## config.mk

```make
export PLATFORM = sky130hd
export DESIGN_NAME = hall_period_speed_meter
export DESIGN_NICKNAME = d
export VERILOG_FILES = /design/src/sv/hpsm_pkg.sv /design/src/sv/hpsm_ctrl.sv /design/src/sv/hpsm_dp.sv /design/src/sv/hall_period_speed_meter.sv
export SDC_FILE = /design/constraint.sdc
export NUM_CORES = 1
export LEC_CHECK = 0
export BUFFER_PORTS_ARGS = -buffer_cell sky130_fd_sc_hd__buf_2
export CELL_PAD_IN_SITES_DETAIL_PLACEMENT = 1
export CELL_PAD_IN_SITES_GLOBAL_PLACEMENT = 2
export CORE_UTILIZATION = 37
export DETAILED_ROUTE_END_ITERATION = 6
export PLACE_DENSITY_LB_ADDON = 0.1
export SLEW_MARGIN = 10
export SYNTH_ARGS = -nofsm -noshare
export SYNTH_HDL_FRONTEND = slang
export SYNTH_SLANG_ARGS = --single-unit
export TNS_END_PERCENT = 10
```

## constraint.sdc

```tcl
create_clock -name clk -period 5.1 [get_ports clk]
set_input_delay 0.255 -clock clk [delete_from_list [all_inputs] [get_ports clk]]
set_output_delay 0.255 -clock clk [all_outputs]
set_load 0.05 [all_outputs]
```

## src/sv/hpsm_pkg.sv

```systemverilog
// hpsm_pkg: shared widths, reset values, register indexes and the
// command/status structs for the Hall period speed meter.
// No dependencies; every other file refers to it by scoped names.
package hpsm_pkg;

    localparam int TIME_W   = 32;
    localparam int CIRC_W   = 24;
    localparam int PPR_W    = 8;
    localparam int SPEED_W  = 16;
    localparam int COUNT_W  = 16;
    localparam int DIVD_W   = CIRC_W + 8;          // circumference scaled by 256
    localparam int DIVS_W   = PPR_W + TIME_W;      // pulses_per_rev * interval
    localparam int STEP_W   = $clog2(DIVD_W);
    localparam int CFG_IDX_W = 2;
    localparam int CFG_DATA_W = CIRC_W;

    localparam logic [CFG_IDX_W-1:0] CFG_CIRC  = 2'd0;
    localparam logic [CFG_IDX_W-1:0] CFG_PPR   = 2'd1;
    localparam logic [CFG_IDX_W-1:0] CFG_LIMIT = 2'd2;

    localparam logic [CIRC_W-1:0]  CIRC_RESET  = 24'd1244600;
    localparam logic [PPR_W-1:0]   PPR_RESET   = 8'd28;
    localparam logic [SPEED_W-1:0] LIMIT_RESET = 16'd25600;

    typedef struct packed {
        logic load_in;    // latch a new edge, update interval and counters
        logic load_div;   // form the divisor and seed the divider
        logic step_div;   // one restoring-division step
        logic load_out;   // move the result into the output register
    } cmd_t;

    typedef struct packed {
        logic div_last;   // the current step is the final quotient bit
    } status_t;

endpackage

```

## src/sv/hpsm_ctrl.sv

```systemverilog
// hpsm_ctrl: sequencing state machine of the Hall period speed meter.
// Depends on hpsm_pkg for cmd_t and status_t; drives hpsm_dp by commands.
module hpsm_ctrl (
    input  logic              clk,
    input  logic              rst_n,
    input  logic              in_valid,
    output logic              in_ready,
    output logic              out_valid,
    input  logic              out_ready,
    input  hpsm_pkg::status_t status,
    output hpsm_pkg::cmd_t    cmd
);

    localparam logic [1:0] ST_IDLE = 2'd0;
    localparam logic [1:0] ST_MUL  = 2'd1;
    localparam logic [1:0] ST_DIV  = 2'd2;
    localparam logic [1:0] ST_FIN  = 2'd3;

    logic [1:0] state_reg;
    logic [1:0] state_next;
    logic       out_valid_reg;
    logic       out_valid_next;
    logic       out_free;

    assign in_ready  = (state_reg == ST_IDLE);
    assign out_valid = out_valid_reg;
    assign out_free  = !out_valid_reg || out_ready;

    always_comb
    begin
        cmd.load_in  = in_valid && in_ready;
        cmd.load_div = (state_reg == ST_MUL);
        cmd.step_div = (state_reg == ST_DIV);
        cmd.load_out = (state_reg == ST_FIN) && out_free;
    end

    always_comb
    begin
        state_next = state_reg;
        unique case (state_reg)
            ST_IDLE:
            begin
                if (in_valid)
                    state_next = ST_MUL;
            end
            ST_MUL:
            begin
                state_next = ST_DIV;
            end
            ST_DIV:
            begin
                if (status.div_last)
                    state_next = ST_FIN;
            end
            ST_FIN:
            begin
                if (out_free)
                    state_next = ST_IDLE;
            end
            default:
            begin
                state_next = ST_IDLE;
            end
        endcase
    end

    always_comb
    begin
        out_valid_next = out_valid_reg;
        if (cmd.load_out)
            out_valid_next = 1'b1;
        else if (out_ready)
            out_valid_next = 1'b0;
    end

    always_ff @(posedge clk or negedge rst_n)
    begin
        if (!rst_n)
        begin
            state_reg     <= ST_IDLE;
            out_valid_reg <= 1'b0;
        end
        else
        begin
            state_reg     <= state_next;
            out_valid_reg <= out_valid_next;
        end
    end

    // never overwrite a result the receiver has not taken
    a_no_overwrite: assert property (@(posedge clk) disable iff (!rst_n)
        cmd.load_out |-> (!out_valid_reg || out_ready))
        else $error("output register overwritten");

    // the divider keeps running until its last step
    a_div_runs: assert property (@(posedge clk) disable iff (!rst_n)
        (state_reg == ST_DIV) && !status.div_last |=> (state_reg == ST_DIV))
        else $error("divider left early");

    // an accepted edge always starts the multiply step
    a_accept_mul: assert property (@(posedge clk) disable iff (!rst_n)
        cmd.load_in |=> (state_reg == ST_MUL))
        else $error("accepted edge not processed");

endmodule

```

## src/sv/hpsm_dp.sv

```systemverilog
// hpsm_dp: datapath of the Hall period speed meter: configuration registers,
// edge state, divisor multiply, bit-serial restoring divider, output register.
// Depends on hpsm_pkg; sequenced by hpsm_ctrl through cmd_t / status_t.
module hpsm_dp (
    input  logic                              clk,
    input  logic                              rst_n,
    input  hpsm_pkg::cmd_t                    cmd,
    output hpsm_pkg::status_t                 status,
    input  logic                              cfg_we,
    input  logic [hpsm_pkg::CFG_IDX_W-1:0]    cfg_index,
    input  logic [hpsm_pkg::CFG_DATA_W-1:0]   cfg_data,
    input  logic [hpsm_pkg::TIME_W-1:0]       edge_time_us,
    output logic [hpsm_pkg::SPEED_W-1:0]      speed_q8,
    output logic [hpsm_pkg::COUNT_W-1:0]      edge_count,
    output logic                              accepted,
    output logic [hpsm_pkg::TIME_W-1:0]       interval_us
);

    localparam int DIVD_W = hpsm_pkg::DIVD_W;
    localparam int DIVS_W = hpsm_pkg::DIVS_W;
    localparam int STEP_W = hpsm_pkg::STEP_W;

    logic [hpsm_pkg::CIRC_W-1:0]  circ_reg;
    logic [hpsm_pkg::PPR_W-1:0]   ppr_reg;
    logic [hpsm_pkg::SPEED_W-1:0] limit_reg;

    logic [hpsm_pkg::TIME_W-1:0]  last_time_reg;
    logic [hpsm_pkg::COUNT_W-1:0] tick_reg;
    logic [hpsm_pkg::SPEED_W-1:0] held_reg;
    logic [hpsm_pkg::TIME_W-1:0]  interval_reg;
    logic [hpsm_pkg::TIME_W-1:0]  interval_next;

    logic [DIVS_W-1:0] div_reg;
    logic [DIVS_W-1:0] rem_reg;
    logic [DIVD_W-1:0] quo_reg;
    logic [STEP_W-1:0] step_reg;

    logic [DIVS_W:0]   trial;
    logic [DIVS_W:0]   diff;
    logic              fits;
    logic              acc_w;

    logic [hpsm_pkg::SPEED_W-1:0] speed_out_reg;
    logic [hpsm_pkg::COUNT_W-1:0] count_out_reg;
    logic                         acc_out_reg;
    logic [hpsm_pkg::TIME_W-1:0]  interval_out_reg;

    assign interval_next = edge_time_us - last_time_reg;

    // restoring division: shift in one dividend bit, subtract if it fits
    assign trial = {rem_reg, quo_reg[DIVD_W-1]};
    assign diff  = trial - {1'b0, div_reg};
    assign fits  = (trial >= {1'b0, div_reg});

    assign status.div_last = (step_reg == STEP_W'(DIVD_W - 1));

    // zero divisor means infinite speed: reject
    assign acc_w = (div_reg != '0)
                && (quo_reg[DIVD_W-1:hpsm_pkg::SPEED_W] == '0)
                && (quo_reg[hpsm_pkg::SPEED_W-1:0] < limit_reg);

    always_ff @(posedge clk or negedge rst_n)
    begin
        if (!rst_n)
        begin
            circ_reg      <= hpsm_pkg::CIRC_RESET;
            ppr_reg       <= hpsm_pkg::PPR_RESET;
            limit_reg     <= hpsm_pkg::LIMIT_RESET;
            last_time_reg <= '0;
            tick_reg      <= '0;
            held_reg      <= '0;
            step_reg      <= '0;
        end
        else
        begin
            if (cfg_we)
            begin
                unique case (cfg_index)
                    hpsm_pkg::CFG_CIRC:  circ_reg  <= cfg_data;
                    hpsm_pkg::CFG_PPR:   ppr_reg   <= cfg_data[hpsm_pkg::PPR_W-1:0];
                    hpsm_pkg::CFG_LIMIT: limit_reg <= cfg_data[hpsm_pkg::SPEED_W-1:0];
                    default:             ;
                endcase
            end
            if (cmd.load_in)
            begin
                last_time_reg <= edge_time_us;
                tick_reg      <= tick_reg + 1'b1;
            end
            if (cmd.load_div)
                step_reg <= '0;
            else if (cmd.step_div)
                step_reg <= step_reg + 1'b1;
            if (cmd.load_out && acc_w)
                held_reg <= quo_reg[hpsm_pkg::SPEED_W-1:0];
        end
    end

    always_ff @(posedge clk)
    begin
        if (cmd.load_in)
            interval_reg <= interval_next;
        if (cmd.load_div)
        begin
            div_reg <= DIVS_W'(ppr_reg) * DIVS_W'(interval_reg);
            rem_reg <= '0;
            quo_reg <= {circ_reg, 8'd0};
        end
        else if (cmd.step_div)
        begin
            rem_reg <= fits ? diff[DIVS_W-1:0] : trial[DIVS_W-1:0];
            quo_reg <= {quo_reg[DIVD_W-2:0], fits};
        end
        if (cmd.load_out)
        begin
            speed_out_reg    <= acc_w ? quo_reg[hpsm_pkg::SPEED_W-1:0] : held_reg;
            count_out_reg    <= tick_reg;
            acc_out_reg      <= acc_w;
            interval_out_reg <= interval_reg;
        end
    end

    assign speed_q8    = speed_out_reg;
    assign edge_count  = count_out_reg;
    assign accepted    = acc_out_reg;
    assign interval_us = interval_out_reg;

    // an accepted speed lies below the limit
    a_acc_below: assert property (@(posedge clk) disable iff (!rst_n)
        cmd.load_out && acc_w |-> (quo_reg[hpsm_pkg::SPEED_W-1:0] < limit_reg))
        else $error("accepted speed not below limit");

    // the interval is the wrapped difference to the previous edge
    a_interval: assert property (@(posedge clk) disable iff (!rst_n)
        cmd.load_in |=> (interval_reg == $past(edge_time_us - last_time_reg)))
        else $error("interval mismatch");

    // the edge counter advances by one per accepted edge
    a_tick: assert property (@(posedge clk) disable iff (!rst_n)
        cmd.load_in |=> (tick_reg == $past(tick_reg) + 1'b1))
        else $error("edge counter did not advance");

endmodule

```

## src/sv/hall_period_speed_meter.sv

```systemverilog
// hall_period_speed_meter: top level of the period-measuring wheel tachometer.
// Depends on hpsm_pkg, hpsm_ctrl and hpsm_dp.
//
// Usage:
//   Input channel (in_valid/in_ready, edge_time_us): one transaction per Hall
//   rising edge, carrying its free-running microsecond timestamp.
//   Output channel (out_valid/out_ready): one transaction per edge with the
//   held speed (Q8 m/s), the wrapped edge count, the accepted flag and the
//   interval since the previous edge.
//   Configuration channel (cfg_valid/cfg_ready, cfg_index, cfg_data): write
//   circumference (0), pulses per revolution (1) or speed limit (2) while the
//   block is idle; cfg_ready is always high, other indexes are dropped.
// Sequencing: the clock edge that accepts an edge transaction also latches the
//   stamp and interval; then follow the pulses*interval multiply, the restoring
//   divider at one bit per cycle, and the load of the output register, after
//   which out_valid rises. in_ready rises in the same cycle as out_valid, and
//   no new edge is taken until the previous result has been loaded.
// Reset: rst_n (asynchronous, active low) restores the default registers and
//   clears the last timestamp, edge count and held speed to zero.
// Stall: a result waits in the output register while the next edge is
//   measured; if the receiver still stalls, the block holds at the final step.
module hall_period_speed_meter (
    input  logic                              clk,
    input  logic                              rst_n,
    input  logic                              in_valid,
    output logic                              in_ready,
    input  logic [hpsm_pkg::TIME_W-1:0]       edge_time_us,
    output logic                              out_valid,
    input  logic                              out_ready,
    output logic [hpsm_pkg::SPEED_W-1:0]      speed_q8,
    output logic [hpsm_pkg::COUNT_W-1:0]      edge_count,
    output logic                              accepted,
    output logic [hpsm_pkg::TIME_W-1:0]       interval_us,
    input  logic                              cfg_valid,
    output logic                              cfg_ready,
    input  logic [hpsm_pkg::CFG_IDX_W-1:0]    cfg_index,
    input  logic [hpsm_pkg::CFG_DATA_W-1:0]   cfg_data
);

    hpsm_pkg::cmd_t    cmd;
    hpsm_pkg::status_t status;

    // configuration writes are always accepted
    assign cfg_ready = 1'b1;

    hpsm_ctrl u_ctrl (
        .clk       (clk),
        .rst_n     (rst_n),
        .in_valid  (in_valid),
        .in_ready  (in_ready),
        .out_valid (out_valid),
        .out_ready (out_ready),
        .status    (status),
        .cmd       (cmd)
    );

    hpsm_dp u_dp (
        .clk          (clk),
        .rst_n        (rst_n),
        .cmd          (cmd),
        .status       (status),
        .cfg_we       (cfg_valid && cfg_ready),
        .cfg_index    (cfg_index),
        .cfg_data     (cfg_data),
        .edge_time_us (edge_time_us),
        .speed_q8     (speed_q8),
        .edge_count   (edge_count),
        .accepted     (accepted),
        .interval_us  (interval_us)
    );

endmodule

```

# After elaboration in Yosys (flattened, before gate mapping)
# Index checks and enable logic that the tools add are counted.
word_totals:
  output_inout_bits: 68
  register_bits: 329
  wordCells: 63
  input_bits: 63
classes:
  n_reduce_logical: 17
  mul: 1
  order_cmp: 2
  n_mux: 12
  eq_ne: 9
  add_sub_neg: 4
ops:
  columns: ["operator", "count"]
  rows:
  - ["$mux W32", 2]
  - ["$ge A41 B40 Y1", 1]
  - ["$mul A8 B32 Y40", 1]
  - ["$mux W40", 1]
  - ["$reduce_bool A40 Y1", 1]
  - ["$sub A40 B40 Y40", 1]
  - ["$sub A32 B32 Y32", 1]
  - ["$add A16 B1 Y16 const B", 1]
  - ["$logic_not A16 Y1", 1]
  - ["$lt A16 B16 Y1", 1]
  - ["$mux W16", 1]
  - ["$mux W5", 2]
  - ["$pmux W2 S4", 1]
  - ["$eq A2 B2 Y1 const B", 3]
  - ["$mux W2", 3]
  - ["$reduce_and A2 Y1", 3]
  - ["$add A5 B1 Y5 const B", 1]
  - ["$eq A5 B5 Y1 const B", 1]
  - ["$logic_and A1 B1 Y1", 5]
  - ["$eq A2 B1 Y1 const B", 2]
  - ["$logic_not A2 Y1", 2]
  - ["$ne A2 B1 Y1 const B", 2]
  - ["$reduce_bool A2 Y1", 2]
  - ["$reduce_and A3 Y1", 1]
  - ["4 further kinds", 5]

# Logic depth before layout (Yosys ltp)
# Gate-level depths: netlist of run 1.
depth:
  word_depth: 4
  depth_mapped: 20
  mapped_depth_nobuf: 19

# Cells and area by module
# From an unflattened synthesis of run 1, not the netlist that was laid out.
unflattened:
  hier_cells: 2400
  area_unflattened_um2: 24543.5
by_module_without_submodules:
  columns: ["module", "area_each_um2", "n_inst", "cells_per_inst"]
  rows:
  - ["hpsm_dp", 24297.1, 1, 2377]
  - ["hpsm_ctrl", 235.2, 1, 21]
  - ["hall_period_speed_meter", 11.3, 1, 2]

# Worst setup path before layout of run 1
# No wires, ideal clock.
synth_timing:
  path_type: "register to register"
  start: "register u_dp.ppr_reg[3] in the netlist's numbering"
  end: "register u_dp.div_reg[36] (data pin)"
  synth_period_minus_slack_ns: 5.412
  t_arrival_ns: 5.150
  setup_time_ns: 0.262
  stages_incl_launch_ff: 19
  path_slack_ns: -0.312
  cell_sequence: "dfstp_2 -> clkbuf_1 -> and2_1 -> fa_1 -> fa_1 -> fa_1 -> inv_1 -> fa_1 -> inv_1 -> ha_1 -> a21o_1 -> a21o_1 -> a2111oi_0 -> o41ai_1 -> a21oi_1 -> o21ai_1 -> a2111oi_0 -> o21bai_1 -> xor2_1"
synth_between:
  elab_chain_len: 1
synth_rtl:
  columns: ["item", "line", "source"]
  rows:
  - ["start, declared", "hpsm_dp.sv:24", "logic [hpsm_pkg::PPR_W-1:0] ppr_reg;"]
  - ["start signal, assigned", "hpsm_dp.sv:67", "ppr_reg <= hpsm_pkg::PPR_RESET;"]
  - ["start signal, assigned", "hpsm_dp.sv:80", "hpsm_pkg::CFG_PPR: ppr_reg <= cfg_data[hpsm_pkg::PPR_W-1:0];"]
  - ["$mul A8 B32 Y40", "hpsm_dp.sv:105", "div_reg <= DIVS_W'(ppr_reg) * DIVS_W'(interval_reg);"]
  - ["end signal, assigned", "hpsm_dp.sv:105", null]
  - ["end, declared", "hpsm_dp.sv:33", "logic [DIVS_W-1:0] div_reg;"]
# No other way between the ends.
# A chain may end at the register's enable or synchronous reset.

# Final worst setup path of run 1
layout_timing:
  start: "register u_dp.ppr_reg[4] in the netlist's numbering"
  end: "register u_dp.div_reg[36] (data pin)"
# Same word-level chain as after synthesis.

==> impl_metrics.csv, run 1 <==
group,metric,value,unit
global_route,grt_usage,20.5,%
timing,final-max-slew-violation-count,0,
die,dieArea,67900,µm²
global_route,use_met3,2.41,%
synthesis,synth_warnings,0,
worst_setup_path,ff2ff_path_depth,18,
worst_setup_path,path_buf_inv,4,
clock_network,cts_max_level,2,
routing,ant_nets,0,
synthesis,synthArstFlopShare,36.5,%
synthesis,syn-instance-count,2473,
timing,tightest_slew,1050,ps
worst_setup_path,rr_endpoint,"u_dp.div_reg[36]",
routing,vias_per_cell,5.02,
timing,fin_crit_sh,103,%
placement,post_dp_cell_area,27400,µm²
outcome,status,"complete, but fails checks",
placement,dp_cells,3541,
clock_network,clk_path_buf_depth,3,
timing,fin_skew,16.6,ps
layout,n_fill_cell,7360,
synthesis,synth_edf_count,161,
worst_setup_path,max_stage_delay,690,ps
worst_hold_path,hp-class,"primary input to flop",
worst_setup_path,critPathSlowestCell,"dfstp_4",
worst_hold_path,hold_depth,2,
placement,dpl.hpwl,50.9,mm
worst_setup_path,r2r-start,"u_dp.ppr_reg[4]",
die,die_h,260,µm
worst_setup_path,crit_path_frequent_cell,"fa_1",
placement,routabilityCongestion,0.823,
routing,firstDrtPassIters,7,
global_route,grt_max_degree,84,
synthesis,synth_area,24700,µm²
timing,setup_slack,-135,ps
global_route,antenna_found_initial,0,
clock_network,clkLatencyLatePin,590,ps
layout,fin_cells,3697,
synthesis,syn_avg_cell_area,10.0,µm²
die,pin_count,131,
worst_setup_path,worstPathArrival,5560,ps
global_route,busiest_layer,"met2",
timing,hold_viol,0,
clock_network,cts_tree,"done",
global_route,grt_pass1_vias,20200,
global_route,met2_usage,35.1,%
worst_setup_path,cp-end-kind,"flop",
die,core-area,66000,µm²
placement,port_buffers,129,
routing,drc,6,
timing,rsz0062_at_grt,"true",
global_route,grt_util_met1,27.4,%
worst_setup_path,crit_type,"flop to flop",
routing,num_vias,18500,
worst_setup_path,crit_path_cell_trace,"buf_4, buf_4, and2_4, fa_1, fa_1, fa_1, inv_1, fa_1, inv_1, ha_1, a21o_1, a21o_1, a21oi_2, nor2b_1, o21a_1, a2111oi_4, o21bai_1, xor2_1",
die,die_x,260,µm
die,rows,94,
global_route,grt_overflow_total,0,
worst_setup_path,worstPathRequired,5430,ps
layout,areaGrowthSynthToFinish,21.4,%
routing,routedWlPerCell,18.5,µm
timing,max_slew_margin,29.8,%
timing,period_needed,5240,ps
worst_setup_path,cp-endpoint,"u_dp.div_reg[36]",
synthesis,ys_seq_area_share,35.7,%
layout,antenna_cells,0,
synthesis,synth_fp_nets,2871,
clock_network,cts_buffers,42,
global_route,grt_pass1_wl,111,mm
die,initial_core_util,37.5,%
timing,setup-violations-final,8,
layout,drive_gt1_share,20.0,%
clock_network,clkSinkCount,329,
worst_setup_path,cp_max_fo,9,
timing,fmax,0.191,GHz
clock_network,clockRootBuffer,"clkbuf_16",
worst_setup_path,regToRegSetupSlack,-140,ps
worst_setup_path,cp_top_family,"adder cells",
worst_setup_path,cp-start-kind,"flop",
job,cap_violations,0,
routing,drt_wl_total,68.4,mm
synthesis,synth_top_flop_cell,"edfxtp_1",
synthesis,ys_ff_latch,329,
clock_network,clkTransAtPathRegs,60,ps
worst_setup_path,cp_num_cells,18,
synthesis,synth.distinct_cells,90,
layout,nets,3197,
timing,tns,-689,ps
worst_setup_path,crit_start,"u_dp.ppr_reg[4]",
outcome,violations,"DRC, setup timing",
layout,final_area,30000,µm²
routing,drt-initial-drc-count,692,
==> stage by stage <==
step / setup slack (ps) / utilization, % / hold slack (ps)
final: -135 / 45.5 / 28.1
after global placement: -495 / 41.5 / 149
after detailed placement: -726 / 41.5 / 146
after floorplan: 19.2 / - / -40.6
after global routing: -293 / 45.5 / 26.5
after CTS: -186 / 45.1 / 1.26
==> metal layers <==
metal  up-vias  part of all wire (%)
li1       9003                     -
met1      9286                    48
met2       178                    48
met3        82                   2.3
met4         0                   2.0
met5         -                     0
==> synthesized netlist by cell type (33+ instances only) <==
| cell | instances | share of area [%] |
|---|---|---|
| a21o_1 | 50 | 1.5 |
| a21oi_1 | 99 | 2.0 |
| and2_1 | 211 | 5.3 |
| clkbuf_1 | 63 | 0.96 |
| dfrtp_1 | 101 | 10 |
| dfxtp_1 | 48 | 3.9 |
| edfxtp_1 | 161 | 20 |
| fa_1 | 182 | 15 |
| ha_1 | 153 | 7.7 |
| inv_1 | 318 | 4.8 |
| mux2_2 | 72 | 3.3 |
| nand2_1 | 255 | 3.9 |
| nand3_1 | 36 | 0.73 |
| nor2_1 | 104 | 1.6 |
| o21ai_0 | 118 | 2.4 |
| xnor2_1 | 69 | 2.4 |
| xor2_1 | 33 | 1.2 |
==> final cells by class <==
type	count	area, µm²	share of cell area (%)
Inverter	318	1190	3.98
Clock inverter	21	204	0.680
Multi-Input combinational cell	1743	14800	49.4
Clock buffer	57	1140	3.79
Sequential cell	329	8830	29.4
Tap cell	864	1080	3.60
Timing Repair Buffer	365	2740	9.14
==> cell usage in the layout, fill, tap and decap left out, drive strengths merged, types with 19 or more instances in the layout <==
cell	Yosys	routed
a21o	52	52
a21oi	101	101
a311oi	26	26
and2	212	212
and3	22	22
buf	14	310
clkbuf	68	57
dfrtp	101	101
dfstp	19	19
dfxtp	48	48
dlygate4sd3	0	55
edfxtp	161	161
fa	182	182
ha	153	153
inv	318	321
mux2	82	82
nand2	255	255
nand2b	29	29
nand3	36	36
nor2	105	105
nor3	29	29
nor4	21	21
o21ai	123	123
xnor2	69	69
xor2	33	33
==> worst reg2reg max path: stages, from the launching register on <==
cell	delay, ps
dfstp_4	690
buf_4	150
buf_4	180
and2_4	160
fa_1	400
fa_1	500
fa_1	550
inv_1	50
fa_1	540
inv_1	50
ha_1	300
a21o_1	180
a21o_1	180
a21oi_2	190
nor2b_1	80
o21a_1	200
a2111oi_4	330
o21bai_1	110
xor2_1	150
==> cell families (layout without fill, tap and decap cells) <==
group | after synthesis | after routing | synth area share, %
xor+xnor | 102 | 102 | 3.61
compound gates | 439 | 439 | 11.6
simple gates | 775 | 775 | 16.0
mux | 91 | 91 | 4.10
flops | 329 | 329 | 35.7
other cells | 1 | 1 | 0.0152
buf+inv | 401 | 761 | 6.56
fa+ha+maj | 335 | 335 | 22.5
==> worst min-delay path by stage <==
stage,start,to,slack (ps)
after floorplan,rst_n,u_ctrl.out_valid,-40
after global placement,rst_n,u_ctrl.out_valid,150
after detailed placement,rst_n,u_ctrl.out_valid,150
after CTS,cfg_data[7],u_dp.limit_reg[7],1
after global routing,cfg_data[7],u_dp.circ_reg[7],30
final,cfg_data[3],u_dp.limit_reg[3],30
==> what timing repair did <==
item | in CTS | in global routing
cloned | 0 | 0
pin swaps | 50 | 54
endpoints found under the hold margin | 95 | 0
setup endpoints to repair | 18 | 18
resized for setup | 72 | 46
setup buffers | 17 | 6
hold buffers | 55 | 0
Power of run 1 is left out: the tool's default activity adds up to more than one toggle a clock period on the data nets, which glitch-free logic cannot reach.
==> run 2, diff against run 1 <==
Settings changed: CTS_BUF_LIST set to sky130_fd_sc_hd__clkbuf_16.
==> impl_metrics.csv, run 2 (same netlist as run 1, synthesis figures left out) <==
group,metric,value,unit
layout,fin_cells,3701,
die,rows,94,
timing,fin_skew,16.0,ps
worst_setup_path,critPathSlowestCell,"dfstp_4",
placement,routabilityCongestion,0.823,
die,dieArea,67900,µm²
global_route,antenna_found_initial,0,
routing,drt-initial-drc-count,681,
layout,final_common_cell,"inv_1",
die,die_h,260,µm
layout,regArea,8830,µm²
routing,ant_nets,0,
routing,routedWlPerCell,18.6,µm
die,pin_count,131,
placement,dpl.hpwl,50.9,mm
worst_setup_path,path_buf_inv,5,
clock_network,cts_max_level,2,
layout,nets,3201,
routing,firstDrtPassIters,7,
layout,antenna_cells,0,
worst_setup_path,cp_num_cells,18,
worst_setup_path,worstPathRequired,5430,ps
worst_setup_path,cp_max_fo,5,
routing,drt_wl_total,68.7,mm
timing,setup-violations-final,12,
routing,num_vias,18600,
global_route,grt_max_degree,84,
worst_setup_path,cp_top_family,"adder cells",
job,cap_violations,0,
timing,hold_viol,0,
clock_network,clkSinkCount,329,
clock_network,cts_buffers,42,
timing,fin_crit_sh,104,%
timing,fmax,0.189,GHz
global_route,grt_pass1_vias,20200,
worst_setup_path,crit_path_cell_trace,"buf_6, buf_6, and2_1, fa_1, fa_1, fa_1, inv_1, fa_1, inv_1, ha_1, inv_1, or4_4, a31oi_4, nand2_2, o211ai_1, a21o_1, a21oi_2, xnor2_1",
clock_network,clk_path_buf_depth,3,
clock_network,clkTransAtPathRegs,60,ps
worst_hold_path,hp-class,"primary input to flop",
die,die_x,260,µm
placement,dp_cells,3541,
timing,tightest_slew,1070,ps
layout,final_cell_mix,"inv_1 (320), nand2_1 (253), and2_1 (200)",
clock_network,clkLatencyLatePin,590,ps
timing,setup_slack,-188,ps
die,core-area,66000,µm²
worst_setup_path,cp-end-kind,"flop",
routing,vias_per_cell,5.02,
global_route,grt_pass1_wl,111,mm
worst_setup_path,crit_type,"flop to flop",
layout,n_fill_cell,7370,
timing,period_needed,5290,ps
worst_hold_path,hold_depth,2,
outcome,violations,"DRC, setup timing",
timing,final-max-slew-violation-count,0,
die,initial_core_util,37.5,%
layout,drive_gt1_share,20.0,%
global_route,grt_usage,20.5,%
clock_network,cts_tree,"done",
layout,multiInputGateArea,14800,µm²
worst_setup_path,crit_path_frequent_cell,"fa_1",
placement,port_buffers,129,
worst_setup_path,cp-start-kind,"flop",
timing,max_slew_margin,28.8,%
outcome,status,"complete, but fails checks",
layout,areaGrowthSynthToFinish,21.6,%
worst_setup_path,ff2ff_path_depth,18,
clock_network,clockRootBuffer,"clkbuf_16",
global_route,grt_overflow_total,0,
routing,drc,6,
timing,rsz0062_at_grt,"true",
worst_setup_path,max_stage_delay,670,ps
worst_setup_path,worstPathArrival,5610,ps
run 2: layer usage:
layer  share of wire [%]  vias up  GRT usage, %
met3                 2.4       90          2.40
met5                   0        -             0
met4                 2.3        0          5.23
met2                  48      197          35.1
met1                  47     9261          27.5
li1                    -     9015             -
run 2: timing repair:
action                     CTS  global route
gates resized for setup     86            33
buffers inserted            21             6
setup endpoints to repair   18            18
pin swaps                   59            54
hold buffers                55             0
hold endpoints to repair    95             0
gates cloned                 1             0
run 2: worst paths after layout:
path | to | slack (ps) | start
worst max-delay path | u_dp.div_reg[33] | -190 | u_dp.ppr_reg[4]
worst min-delay path | u_dp.limit_reg[7] | 30 | cfg_data[7]
worst max register to register | u_dp.div_reg[33] | -190 | u_dp.ppr_reg[4]
worst min register to register | u_dp.tick_reg[15] | 470 | u_dp.tick_reg[15]
max in group asynchronous | u_dp.last_time_reg[1] | 3840 | rst_n
min in group asynchronous | u_dp.circ_reg[21] | 180 | rst_n
run 2: through the flow:
step | worst slack, ps | hold slack (ps) | setup TNS [ps] | cell area [µm²] | utilization [%]
after floorplan | 19.2 | -40.6 | 0 | 24800 | -
after global placement | -495 | 149 | -4580 | 27400 | 41.5
after detailed placement | -726 | 146 | -6850 | 27400 | 41.5
after CTS | -188 | 1.26 | -1200 | 29900 | 45.3
after global routing | -376 | 26.2 | -3990 | 30100 | 45.6
final | -188 | 27.3 | -1070 | 30100 | 45.6
run 2: worst reg2reg max path: cells and delay by family, from the launching register on:
family | cells | cell delay, ps
AOI/OAI and AO/OA | 4 | 680
buffers and inverters | 5 | 420
DFF | 1 | 670
and+or+nand+nor | 3 | 800
adders and majority gates | 5 | 2330
xor gates and xnor gates | 1 | 140
run 2: area by class of cell:
| type | count | area share [%] |
|---|---|---|
| clock buffers | 42 | 3.50 |
| clock inverters | 36 | 0.866 |
| inverters | 318 | 3.97 |
| multi-input cells | 1743 | 49.3 |
| flip-flops and latches | 329 | 29.4 |
| well taps | 864 | 3.60 |
| repair buffers | 369 | 9.40 |
Power of run 2 is left out for the same reason.
